### config.mk
export PLATFORM = sky130hd
export DESIGN_NAME = imu_calibration_sequencer_core_flat
export DESIGN_NICKNAME = d
export VERILOG_FILES = /design/src/hw/rtl/ics_pkg.sv /design/src/hw/rtl/ics_if.sv /design/src/hw/rtl/ics_front.sv /design/src/hw/rtl/ics_queue.sv /design/src/hw/rtl/ics_back.sv /design/src/hw/rtl/imu_calibration_sequencer_core.sv /design/src/flat_wrapper.sv
export SDC_FILE = /design/constraint.sdc
export NUM_CORES = 2
export LEC_CHECK = 0
export ABC_AREA = 1
export BUFFER_PORTS_ARGS = -buffer_cell sky130_fd_sc_hd__buf_4
export CAP_MARGIN = 20
export CORE_MARGIN = 5
export CORE_UTILIZATION = 55
export CTS_BUF_LIST = sky130_fd_sc_hd__clkbuf_2 sky130_fd_sc_hd__clkbuf_4 sky130_fd_sc_hd__clkbuf_8
export DETAILED_ROUTE_END_ITERATION = 12
export HOLD_SLACK_MARGIN = 0.03
export PLACE_DENSITY = 0.72
export SLEW_MARGIN = 20
export SYNTH_ARGS = -nofsm -noshare
export SYNTH_HDL_FRONTEND = slang
export SYNTH_HIERARCHICAL = 1
export SYNTH_SLANG_ARGS = --single-unit
### constraint.sdc
create_clock -name clk -period 18.8 [get_ports clk]
set_clock_uncertainty 0.05 [all_clocks]
set_input_delay 0.94 -clock clk [delete_from_list [all_inputs] [get_ports clk]]
set_output_delay 0.94 -clock clk [all_outputs]
set_load 0.01 [all_outputs]
### src/hw/rtl/ics_pkg.sv
`timescale 1ns / 1ps
// ============================================================================
// ics_pkg
// Shared types and codes for the IMU calibration sequencer.
// ============================================================================
package ics_pkg;

    typedef enum logic [2:0] {
        FUNC_TICK        = 3'd0,
        FUNC_SAVE        = 3'd1,
        FUNC_ABORT       = 3'd2,
        FUNC_START_GYRO  = 3'd3,
        FUNC_START_ACCEL = 3'd4
    } func_t;

    localparam logic [1:0] REG_GYRO_TARGET = 2'd0;
    localparam logic [1:0] REG_SETTLE      = 2'd1;
    localparam logic [1:0] REG_WINDOW_END  = 2'd2;

    localparam logic [2:0] PHASE_IDLE   = 3'd0;
    localparam logic [2:0] PHASE_GYRO   = 3'd1;
    localparam logic [2:0] PHASE_ACCEL1 = 3'd2;
    localparam logic [2:0] PHASE_ACCEL6 = 3'd7;

    localparam logic [15:0] GYRO_TARGET_RST = 16'd2000;
    localparam logic [15:0] SETTLE_RST      = 16'd2000;
    localparam logic [15:0] WINDOW_END_RST  = 16'd5000;

    typedef struct packed {
        logic [2:0]  func;
        logic [31:0] time_ms;
        logic        orientation_ok;
        logic signed [15:0] accel_x;
        logic signed [15:0] accel_y;
        logic signed [15:0] accel_z;
        logic signed [15:0] gyro_x;
        logic signed [15:0] gyro_y;
        logic signed [15:0] gyro_z;
    } in_item_t;

    typedef struct packed {
        logic        record_valid;
        logic [2:0]  recorded_step;
        logic signed [15:0] avg_x;
        logic signed [15:0] avg_y;
        logic signed [15:0] avg_z;
        logic [2:0]  phase_now;
        logic        save_rejected;
        logic        sequence_done;
    } out_item_t;

    // Work handed from the front to the back.
    typedef struct packed {
        logic        emit;
        logic        use_gyro;   // set when the sums are gyro sums (else accel sums)
        logic [2:0]  step;
        logic [2:0]  phase_now;
        logic        save_rejected;
        logic        sequence_done;
        logic [31:0] sum0;
        logic [31:0] sum1;
        logic [31:0] sum2;
        logic [31:0] count;
    } job_t;

endpackage

### src/hw/rtl/ics_if.sv
`timescale 1ns / 1ps
// ============================================================================
// ics_if
// Valid/ready channel interfaces for items, results and register writes.
// ============================================================================
interface ics_in_if;
    import ics_pkg::*;
    logic     valid;
    logic     ready;
    in_item_t data;
    modport source (output valid, output data, input ready);
    modport sink (input valid, input data, output ready);
endinterface

interface ics_out_if;
    import ics_pkg::*;
    logic      valid;
    logic      ready;
    out_item_t data;
    modport source (output valid, output data, input ready);
    modport sink (input valid, input data, output ready);
endinterface

interface ics_cfg_if;
    logic        valid;
    logic        ready;
    logic [1:0]  index;
    logic [15:0] wdata;
    modport source (output valid, output index, output wdata, input ready);
    modport sink (input valid, input index, input wdata, output ready);
endinterface

### src/hw/rtl/ics_front.sv
`timescale 1ns / 1ps
// ============================================================================
// ics_front
// Accepts commands and samples, keeps sequence state and sums, and issues jobs.
// ============================================================================
module ics_front
    import ics_pkg::*;
(
    input  logic        clk,
    input  logic        rst_n,
    input  logic        in_valid,
    output logic        in_ready,
    input  in_item_t    in_data,
    input  logic [15:0] gyro_target,
    input  logic [15:0] settle,
    input  logic [15:0] window_end,
    output logic        job_valid,
    input  logic        job_ready,
    output job_t        job
);
    logic [2:0]  phase_reg, phase_next;
    logic        collecting_reg, collecting_next;
    logic [31:0] stamp_reg, stamp_next;
    logic [31:0] sums_reg [6];
    logic [31:0] sums_next [6];
    logic [31:0] total_reg, total_next;
    job_t        job_next;
    logic [31:0] smp [6];
    logic [31:0] dt;
    logic [31:0] tot_inc;
    logic        fire;

    assign in_ready = job_ready;
    assign job_valid = in_valid;
    assign fire = in_valid && in_ready;
    assign job = job_next;

    always_comb
    begin
        smp[0] = {{16{in_data.accel_x[15]}}, in_data.accel_x};
        smp[1] = {{16{in_data.accel_y[15]}}, in_data.accel_y};
        smp[2] = {{16{in_data.accel_z[15]}}, in_data.accel_z};
        smp[3] = {{16{in_data.gyro_x[15]}}, in_data.gyro_x};
        smp[4] = {{16{in_data.gyro_y[15]}}, in_data.gyro_y};
        smp[5] = {{16{in_data.gyro_z[15]}}, in_data.gyro_z};
        dt = in_data.time_ms - stamp_reg;
        tot_inc = total_reg + 32'd1;
        phase_next = phase_reg;
        collecting_next = collecting_reg;
        stamp_next = stamp_reg;
        total_next = total_reg;
        for (int i = 0; i < 6; i++)
        begin
            sums_next[i] = sums_reg[i];
        end
        job_next = '0;
        case (in_data.func)
            FUNC_TICK:
            begin
                if (phase_reg == PHASE_GYRO)
                begin
                    if (collecting_reg)
                    begin
                        for (int i = 3; i < 6; i++)
                        begin
                            sums_next[i] = sums_reg[i] + smp[i];
                        end
                        total_next = tot_inc;
                        if (tot_inc >= {16'd0, gyro_target})
                        begin
                            job_next.emit = 1'b1;
                            job_next.use_gyro = 1'b1;
                            job_next.step = 3'd0;
                            job_next.sum0 = sums_next[3];
                            job_next.sum1 = sums_next[4];
                            job_next.sum2 = sums_next[5];
                            job_next.count = tot_inc;
                            job_next.sequence_done = 1'b1;
                            collecting_next = 1'b0;
                            for (int i = 0; i < 6; i++)
                            begin
                                sums_next[i] = '0;
                            end
                            total_next = '0;
                            phase_next = PHASE_IDLE;
                        end
                    end
                end
                else if (phase_reg >= PHASE_ACCEL1 && collecting_reg)
                begin
                    if (dt >= {16'd0, settle} && dt < {16'd0, window_end})
                    begin
                        for (int i = 0; i < 6; i++)
                        begin
                            sums_next[i] = sums_reg[i] + smp[i];
                        end
                        total_next = tot_inc;
                    end
                    else if (dt >= {16'd0, window_end})
                    begin
                        job_next.emit = 1'b1;
                        job_next.step = phase_reg - 3'd1;
                        job_next.sum0 = sums_reg[0];
                        job_next.sum1 = sums_reg[1];
                        job_next.sum2 = sums_reg[2];
                        job_next.count = total_reg;
                        collecting_next = 1'b0;
                        for (int i = 0; i < 6; i++)
                        begin
                            sums_next[i] = '0;
                        end
                        total_next = '0;
                        if (phase_reg == PHASE_ACCEL6)
                        begin
                            phase_next = PHASE_IDLE;
                            job_next.sequence_done = 1'b1;
                        end
                        else
                        begin
                            phase_next = phase_reg + 3'd1;
                        end
                    end
                end
            end
            FUNC_SAVE:
            begin
                if (phase_reg >= PHASE_ACCEL1)
                begin
                    if (!in_data.orientation_ok)
                    begin
                        job_next.save_rejected = 1'b1;
                    end
                    else
                    begin
                        stamp_next = in_data.time_ms;
                        collecting_next = 1'b1;
                        for (int i = 0; i < 6; i++)
                        begin
                            sums_next[i] = '0;
                        end
                        total_next = '0;
                    end
                end
            end
            FUNC_ABORT:
            begin
                phase_next = PHASE_IDLE;
                collecting_next = 1'b0;
            end
            FUNC_START_GYRO, FUNC_START_ACCEL:
            begin
                phase_next = (in_data.func == FUNC_START_GYRO) ? PHASE_GYRO : PHASE_ACCEL1;
                collecting_next = (in_data.func == FUNC_START_GYRO);
                for (int i = 0; i < 6; i++)
                begin
                    sums_next[i] = '0;
                end
                total_next = '0;
            end
            default:
            begin
            end
        endcase
        job_next.phase_now = phase_next;
    end

    always_ff @(posedge clk or negedge rst_n)
    begin
        if (!rst_n)
        begin
            phase_reg <= PHASE_IDLE;
            collecting_reg <= 1'b0;
            stamp_reg <= '0;
            total_reg <= '0;
            for (int i = 0; i < 6; i++)
            begin
                sums_reg[i] <= '0;
            end
        end
        else if (fire)
        begin
            phase_reg <= phase_next;
            collecting_reg <= collecting_next;
            stamp_reg <= stamp_next;
            total_reg <= total_next;
            for (int i = 0; i < 6; i++)
            begin
                sums_reg[i] <= sums_next[i];
            end
        end
    end
endmodule

### src/hw/rtl/ics_queue.sv
`timescale 1ns / 1ps
// ============================================================================
// ics_queue
// Two-entry job queue between the front and the back.
// ============================================================================
module ics_queue
    import ics_pkg::*;
(
    input  logic clk,
    input  logic rst_n,
    input  logic wr_valid,
    output logic wr_ready,
    input  job_t wr_data,
    output logic rd_valid,
    input  logic rd_ready,
    output job_t rd_data
);
    job_t       mem_reg [2];
    logic       wptr_reg, rptr_reg;
    logic [1:0] cnt_reg;
    logic       wr_fire, rd_fire;

    assign wr_ready = (cnt_reg != 2'd2);
    assign rd_valid = (cnt_reg != 2'd0);
    assign rd_data = mem_reg[rptr_reg];
    assign wr_fire = wr_valid && wr_ready;
    assign rd_fire = rd_valid && rd_ready;

    always_ff @(posedge clk)
    begin
        if (wr_fire)
        begin
            mem_reg[wptr_reg] <= wr_data;
        end
    end

    always_ff @(posedge clk or negedge rst_n)
    begin
        if (!rst_n)
        begin
            wptr_reg <= 1'b0;
            rptr_reg <= 1'b0;
            cnt_reg <= 2'd0;
        end
        else
        begin
            if (wr_fire)
            begin
                wptr_reg <= ~wptr_reg;
            end
            if (rd_fire)
            begin
                rptr_reg <= ~rptr_reg;
            end
            if (wr_fire && !rd_fire)
            begin
                cnt_reg <= cnt_reg + 2'd1;
            end
            else if (rd_fire && !wr_fire)
            begin
                cnt_reg <= cnt_reg - 2'd1;
            end
        end
    end
endmodule

### src/hw/rtl/ics_back.sv
`timescale 1ns / 1ps
// ============================================================================
// ics_back
// Divides the three sums by the count with one shared restoring divider.
// ============================================================================
module ics_back
    import ics_pkg::*;
(
    input  logic      clk,
    input  logic      rst_n,
    input  logic      job_valid,
    output logic      job_ready,
    input  job_t      job,
    output logic      out_valid,
    input  logic      out_ready,
    output out_item_t out_data
);
    typedef enum logic [3:0] {
        ST_IDLE = 4'b0001,
        ST_LOAD = 4'b0010,
        ST_DIV  = 4'b0100,
        ST_OUT  = 4'b1000
    } st_t;

    st_t         st_reg;
    job_t        job_reg;
    logic [1:0]  axis_reg;
    logic [5:0]  bit_reg;
    logic [31:0] quo_reg;
    logic [32:0] rem_reg;
    logic [31:0] div_reg;
    logic        neg_reg;
    logic [15:0] res_reg [3];
    out_item_t   out_reg;
    logic [31:0] cur_sum;
    logic [31:0] mag;
    logic [32:0] trial;
    logic [32:0] shifted;
    logic [31:0] qn;
    logic [15:0] sat;

    assign job_ready = (st_reg == ST_IDLE);
    assign out_valid = (st_reg == ST_OUT);
    assign out_data = out_reg;

    always_comb
    begin
        case (axis_reg)
            2'd0: cur_sum = job_reg.sum0;
            2'd1: cur_sum = job_reg.sum1;
            default: cur_sum = job_reg.sum2;
        endcase
        mag = cur_sum[31] ? (32'd0 - cur_sum) : cur_sum;
        shifted = {rem_reg[31:0], quo_reg[31]};
        trial = shifted - {1'b0, div_reg};
        // Signed quotient magnitude, then truncate toward zero and clamp.
        qn = neg_reg ? (32'd0 - quo_reg) : quo_reg;
        if (!neg_reg && quo_reg > 32'd32767)
        begin
            sat = 16'h7FFF;
        end
        else if (neg_reg && quo_reg > 32'd32768)
        begin
            sat = 16'h8000;
        end
        else
        begin
            sat = qn[15:0];
        end
    end

    always_ff @(posedge clk)
    begin
        case (st_reg)
            ST_IDLE:
            begin
                if (job_valid)
                begin
                    job_reg <= job;
                    axis_reg <= 2'd0;
                    div_reg <= (job.count == 32'd0) ? 32'd1 : job.count;
                end
            end
            ST_LOAD:
            begin
                quo_reg <= mag;
                rem_reg <= '0;
                neg_reg <= cur_sum[31];
                bit_reg <= 6'd0;
            end
            ST_DIV:
            begin
                if (bit_reg == 6'd32)
                begin
                    res_reg[axis_reg] <= sat;
                    axis_reg <= axis_reg + 2'd1;
                end
                else
                begin
                    bit_reg <= bit_reg + 6'd1;
                    if (!trial[32])
                    begin
                        rem_reg <= trial;
                        quo_reg <= {quo_reg[30:0], 1'b1};
                    end
                    else
                    begin
                        rem_reg <= shifted;
                        quo_reg <= {quo_reg[30:0], 1'b0};
                    end
                end
            end
            default:
            begin
            end
        endcase
    end

    always_ff @(posedge clk or negedge rst_n)
    begin
        if (!rst_n)
        begin
            st_reg <= ST_IDLE;
            out_reg <= '0;
        end
        else
        begin
            case (st_reg)
                ST_IDLE:
                begin
                    if (job_valid)
                    begin
                        if (job.emit)
                        begin
                            st_reg <= ST_LOAD;
                        end
                        else
                        begin
                            out_reg <= '{record_valid: 1'b0, recorded_step: 3'd0,
                                         avg_x: 16'sd0, avg_y: 16'sd0, avg_z: 16'sd0,
                                         phase_now: job.phase_now,
                                         save_rejected: job.save_rejected,
                                         sequence_done: job.sequence_done};
                            st_reg <= ST_OUT;
                        end
                    end
                end
                ST_LOAD:
                begin
                    st_reg <= ST_DIV;
                end
                ST_DIV:
                begin
                    if (bit_reg == 6'd32)
                    begin
                        if (axis_reg == 2'd2)
                        begin
                            out_reg <= '{record_valid: 1'b1, recorded_step: job_reg.step,
                                         avg_x: res_reg[0], avg_y: res_reg[1], avg_z: sat,
                                         phase_now: job_reg.phase_now,
                                         save_rejected: job_reg.save_rejected,
                                         sequence_done: job_reg.sequence_done};
                            st_reg <= ST_OUT;
                        end
                        else
                        begin
                            st_reg <= ST_LOAD;
                        end
                    end
                end
                ST_OUT:
                begin
                    if (out_ready)
                    begin
                        st_reg <= ST_IDLE;
                    end
                end
                default:
                begin
                    st_reg <= ST_IDLE;
                end
            endcase
        end
    end
endmodule

### src/hw/rtl/imu_calibration_sequencer_core.sv
`timescale 1ns / 1ps
// ============================================================================
// imu_calibration_sequencer_core
// Gyro bias and six-step accelerometer calibration sequencer.
// ============================================================================
// Usage: each input beat on in_ch is a command or sample tick with a time stamp
// and raw six-axis samples. The block returns exactly one result beat on
// out_ch for every input beat, in order. Register writes arrive on cfg_ch
// (index 0 gyro sample target, 1 settle time, 2 window end) and are taken at
// once; write them only while the block is idle.
// The front stage updates phase, time stamp and running sums in the cycle a
// beat is accepted and pushes a job into a two-entry queue. The back stage
// turns a job into a result: a job with no record is written to the output
// register when the back stage takes it from the queue. A record runs a
// shared 32-step restoring divider three times, once per axis, and the back
// stage takes no new job until its result has been taken. Input beats keep
// being accepted while the queue has room, so the front and back stall
// independently. A stalled receiver holds the result in the output register
// until it is taken. Reset clears phase, sums, queue and the output, and
// restores the register defaults.
// ============================================================================
module imu_calibration_sequencer_core
    import ics_pkg::*;
(
    input logic clk,
    input logic rst_n,
    ics_in_if.sink   in_ch,
    ics_out_if.source out_ch,
    ics_cfg_if.sink  cfg_ch
);
    logic [15:0] gyro_target_reg;
    logic [15:0] settle_reg;
    logic [15:0] window_end_reg;
    logic        fj_valid, fj_ready, bj_valid, bj_ready;
    job_t        fj, bj;

    assign cfg_ch.ready = 1'b1;

    always_ff @(posedge clk or negedge rst_n)
    begin
        if (!rst_n)
        begin
            gyro_target_reg <= GYRO_TARGET_RST;
            settle_reg <= SETTLE_RST;
            window_end_reg <= WINDOW_END_RST;
        end
        else if (cfg_ch.valid)
        begin
            case (cfg_ch.index)
                REG_GYRO_TARGET: gyro_target_reg <= cfg_ch.wdata;
                REG_SETTLE:      settle_reg <= cfg_ch.wdata;
                REG_WINDOW_END:  window_end_reg <= cfg_ch.wdata;
                default:
                begin
                end
            endcase
        end
    end

    ics_front u_front (
        .clk(clk), .rst_n(rst_n),
        .in_valid(in_ch.valid), .in_ready(in_ch.ready), .in_data(in_ch.data),
        .gyro_target(gyro_target_reg), .settle(settle_reg),
        .window_end(window_end_reg),
        .job_valid(fj_valid), .job_ready(fj_ready), .job(fj)
    );

    ics_queue u_queue (
        .clk(clk), .rst_n(rst_n),
        .wr_valid(fj_valid), .wr_ready(fj_ready), .wr_data(fj),
        .rd_valid(bj_valid), .rd_ready(bj_ready), .rd_data(bj)
    );

    ics_back u_back (
        .clk(clk), .rst_n(rst_n),
        .job_valid(bj_valid), .job_ready(bj_ready), .job(bj),
        .out_valid(out_ch.valid), .out_ready(out_ch.ready), .out_data(out_ch.data)
    );
endmodule

### src/flat_wrapper.sv
// flat-port wrapper written by rule: the top's interface ports become plain ports
module imu_calibration_sequencer_core_flat import ics_pkg::*;
  (clk, rst_n, in_ch_valid, in_ch_data, in_ch_ready, out_ch_valid, out_ch_data, out_ch_ready, cfg_ch_valid, cfg_ch_index, cfg_ch_wdata, cfg_ch_ready);
  ics_in_if in_ch_i ();
  ics_out_if out_ch_i ();
  ics_cfg_if cfg_ch_i ();
  input logic clk;
  input logic rst_n;
  input wire logic [$bits(in_ch_i.valid)-1:0] in_ch_valid;
  input wire logic [$bits(in_ch_i.data)-1:0] in_ch_data;
  output wire logic [$bits(in_ch_i.ready)-1:0] in_ch_ready;
  output wire logic [$bits(out_ch_i.valid)-1:0] out_ch_valid;
  output wire logic [$bits(out_ch_i.data)-1:0] out_ch_data;
  input wire logic [$bits(out_ch_i.ready)-1:0] out_ch_ready;
  input wire logic [$bits(cfg_ch_i.valid)-1:0] cfg_ch_valid;
  input wire logic [$bits(cfg_ch_i.index)-1:0] cfg_ch_index;
  input wire logic [$bits(cfg_ch_i.wdata)-1:0] cfg_ch_wdata;
  output wire logic [$bits(cfg_ch_i.ready)-1:0] cfg_ch_ready;
  assign in_ch_i.valid = in_ch_valid;
  assign in_ch_i.data = in_ch_data;
  assign in_ch_ready = in_ch_i.ready;
  assign out_ch_valid = out_ch_i.valid;
  assign out_ch_data = out_ch_i.data;
  assign out_ch_i.ready = out_ch_ready;
  assign cfg_ch_i.valid = cfg_ch_valid;
  assign cfg_ch_i.index = cfg_ch_index;
  assign cfg_ch_i.wdata = cfg_ch_wdata;
  assign cfg_ch_ready = cfg_ch_i.ready;
  imu_calibration_sequencer_core u_core (.clk(clk), .rst_n(rst_n), .in_ch(in_ch_i), .out_ch(out_ch_i), .cfg_ch(cfg_ch_i));
endmodule
==> flow_summary.ini <==
[outcome]
status = finished clean

[layout]
final_common_cell = nand2_1
fillers = 8557
nets = 7222
area_growth_pct = 10.2
largest_register_ffs = 274
final_cells = 8148
drive_above_1_share_pct = 9.45
fin_util_pct = 61.2
final_cell_mix = 2,351 x nand2_1, 653 x inv_1, 515 x edfxtp_1, 387 x nor2_1

[floorplanning]
core_area_um2 = 97000
die_w_um = 323
dieArea_um2 = 104000
pin_count = 215
start_util_pct = 55.5
die_h_um = 323
rows = 114

[grt]
antenna_found_initial = 6
grt_pass1_vias = 42900
grt.overflow.total = 0
grt_pass1_wl_um = 233000
track_usage_pct = 27.9
grt_max_degree = 138

[worst_setup_path]
rr_endpoint = u_core/u_front/sums_reg[39]
crit_top_cell = nand2_1
reg2regPathDepth = 26
critPathKind = register to register
endpoint_kind = register
crit_path_max_fanout = 75
required_ns = 19.49
cp-start-kind = register
path_buf_inv = 3
critPathSlowestCell = buf_4
rrSetupSlack_ns = 12.67
cp.arrival_ns = 6.82
rr_startpoint = u_core/u_front/stamp_reg[0]
cp_top_family = simple AND/OR/NAND/NOR gates
max_stage_delay_ns = 0.76

[sta]
fmax_mhz = 163
finalSetupViolCount = 0
max_slew_margin_pct = 21.8
rsz0062_at_grt = no
hold_viol = 0
slew_viol_final = 0
fin_crit_ns = 6.13
whs_ns = 0.323
worst_pin_slew_ns = 1.17
fin_setup_tns_ns = 0
post-route-period-util_pct = 32.6

[placement]
dp_hpwl_um = 106000
dp_cells = 7869
place.gp.congestion = 0.967
io_buffers = 213

[clock_tree]
cts.path.max_buffers = 3
postCtsSetupBuffers = 0
insertion_delay_ns = 0.83
clk_pin_slew_worst_paths_ns = 0.06
holdBufCountCts = 1
cts_resized = 0
clock_sinks = 888
cts_buffers = 151
htree_levels = 4
cts_root_buf = clkbuf_8
tritoncts = built

[drt]
wirelength_um = 147000
first_pass_iters = 6
drcViolationCount = 0
drtAntennaViolNets = 0
drt_iter0_drc = 4302
wl_per_cell_um = 18.1
via_per_inst = 5.51
num_vias = 44900

[synthesis]
avgSynthCellArea_um2 = 8.19
syn_area_um2 = 53900
synth_fp_nets = 7051
yosysWarnings = 6
syn_inst = 6577

[pwr]
p_per_area_nw_per_um2 = 138
power_mw = 8.18
p_leak_nw = 29.6
peakVddDrop_uv = 110

[flow_run]
maxCapViolCount = 0

[min_path]
hold_depth = 3
hold-path-endpoint = u_core/window_end_reg[7]
min_from = cfg_ch_wdata[7]
hp-class = input port to register
==> per-stage QoR <==
step                      setup slack [ns]  instance area [um^2]
final                                12.67                 59300
after global routing                 12.28                 59300
after CTS                            12.75                 59300
after detailed placement             12.08                 56000
after global placement               12.23                 56000
after floorplan                      11.30                 53900
==> metal layers <==
layer / part of all wire (%) / vias up / GRT usage [%]
met5: 0.037 / - / 0
met4: 2.4 / 8 / 7.60
met3: 7.1 / 235 / 4.20
met2: 46 / 1463 / 44.6
met1: 45 / 21200 / 40.1
li1: - / 22000 / -
==> tightest hold or removal path: stages <==
cell,delay (ns)
buf_4,0.13
nand4_1,0.08
nand2_1,0.05
==> where the power goes <==
| part | leakage (nW) | switching [mW] | internal, mW |
|---|---|---|---|
| combinational | 18.1 | 2.38 | 1.01 |
| clock | 1.71 | 0.804 | 1.08 |
| sequential | 9.82 | 0.226 | 2.69 |
==> worst max path at each step <==
stage	start	endpoint	slack, ns	cells after the start
floorplan	in_ch_valid	u_core/u_queue/mem_reg[0][0]	11.30	3
global placement	in_ch_data[97]	u_core/u_front/sums_reg[39]	12.23	28
detailed placement	in_ch_data[97]	u_core/u_front/sums_reg[25]	12.08	28
CTS	u_core/u_front/stamp_reg[0]	u_core/u_front/sums_reg[39]	12.75	26
global route	u_core/u_front/stamp_reg[0]	u_core/u_front/sums_reg[25]	12.28	26
finish	u_core/u_front/stamp_reg[0]	u_core/u_front/sums_reg[39]	12.67	26
==> area by class of cell <==
cell class	instances	area, um^2	area share [%]
multi-input combinational	4784	25200	42.4
clock buffer	213	2640	4.45
antenna	2	5.00	0.00843
inverter	675	2550	4.29
timing repair buffer	248	1930	3.26
tap	1276	1600	2.69
sequential	888	24800	41.8
clock inverter	62	631	1.06
Note: power is estimated with default switching activity, not from simulation.
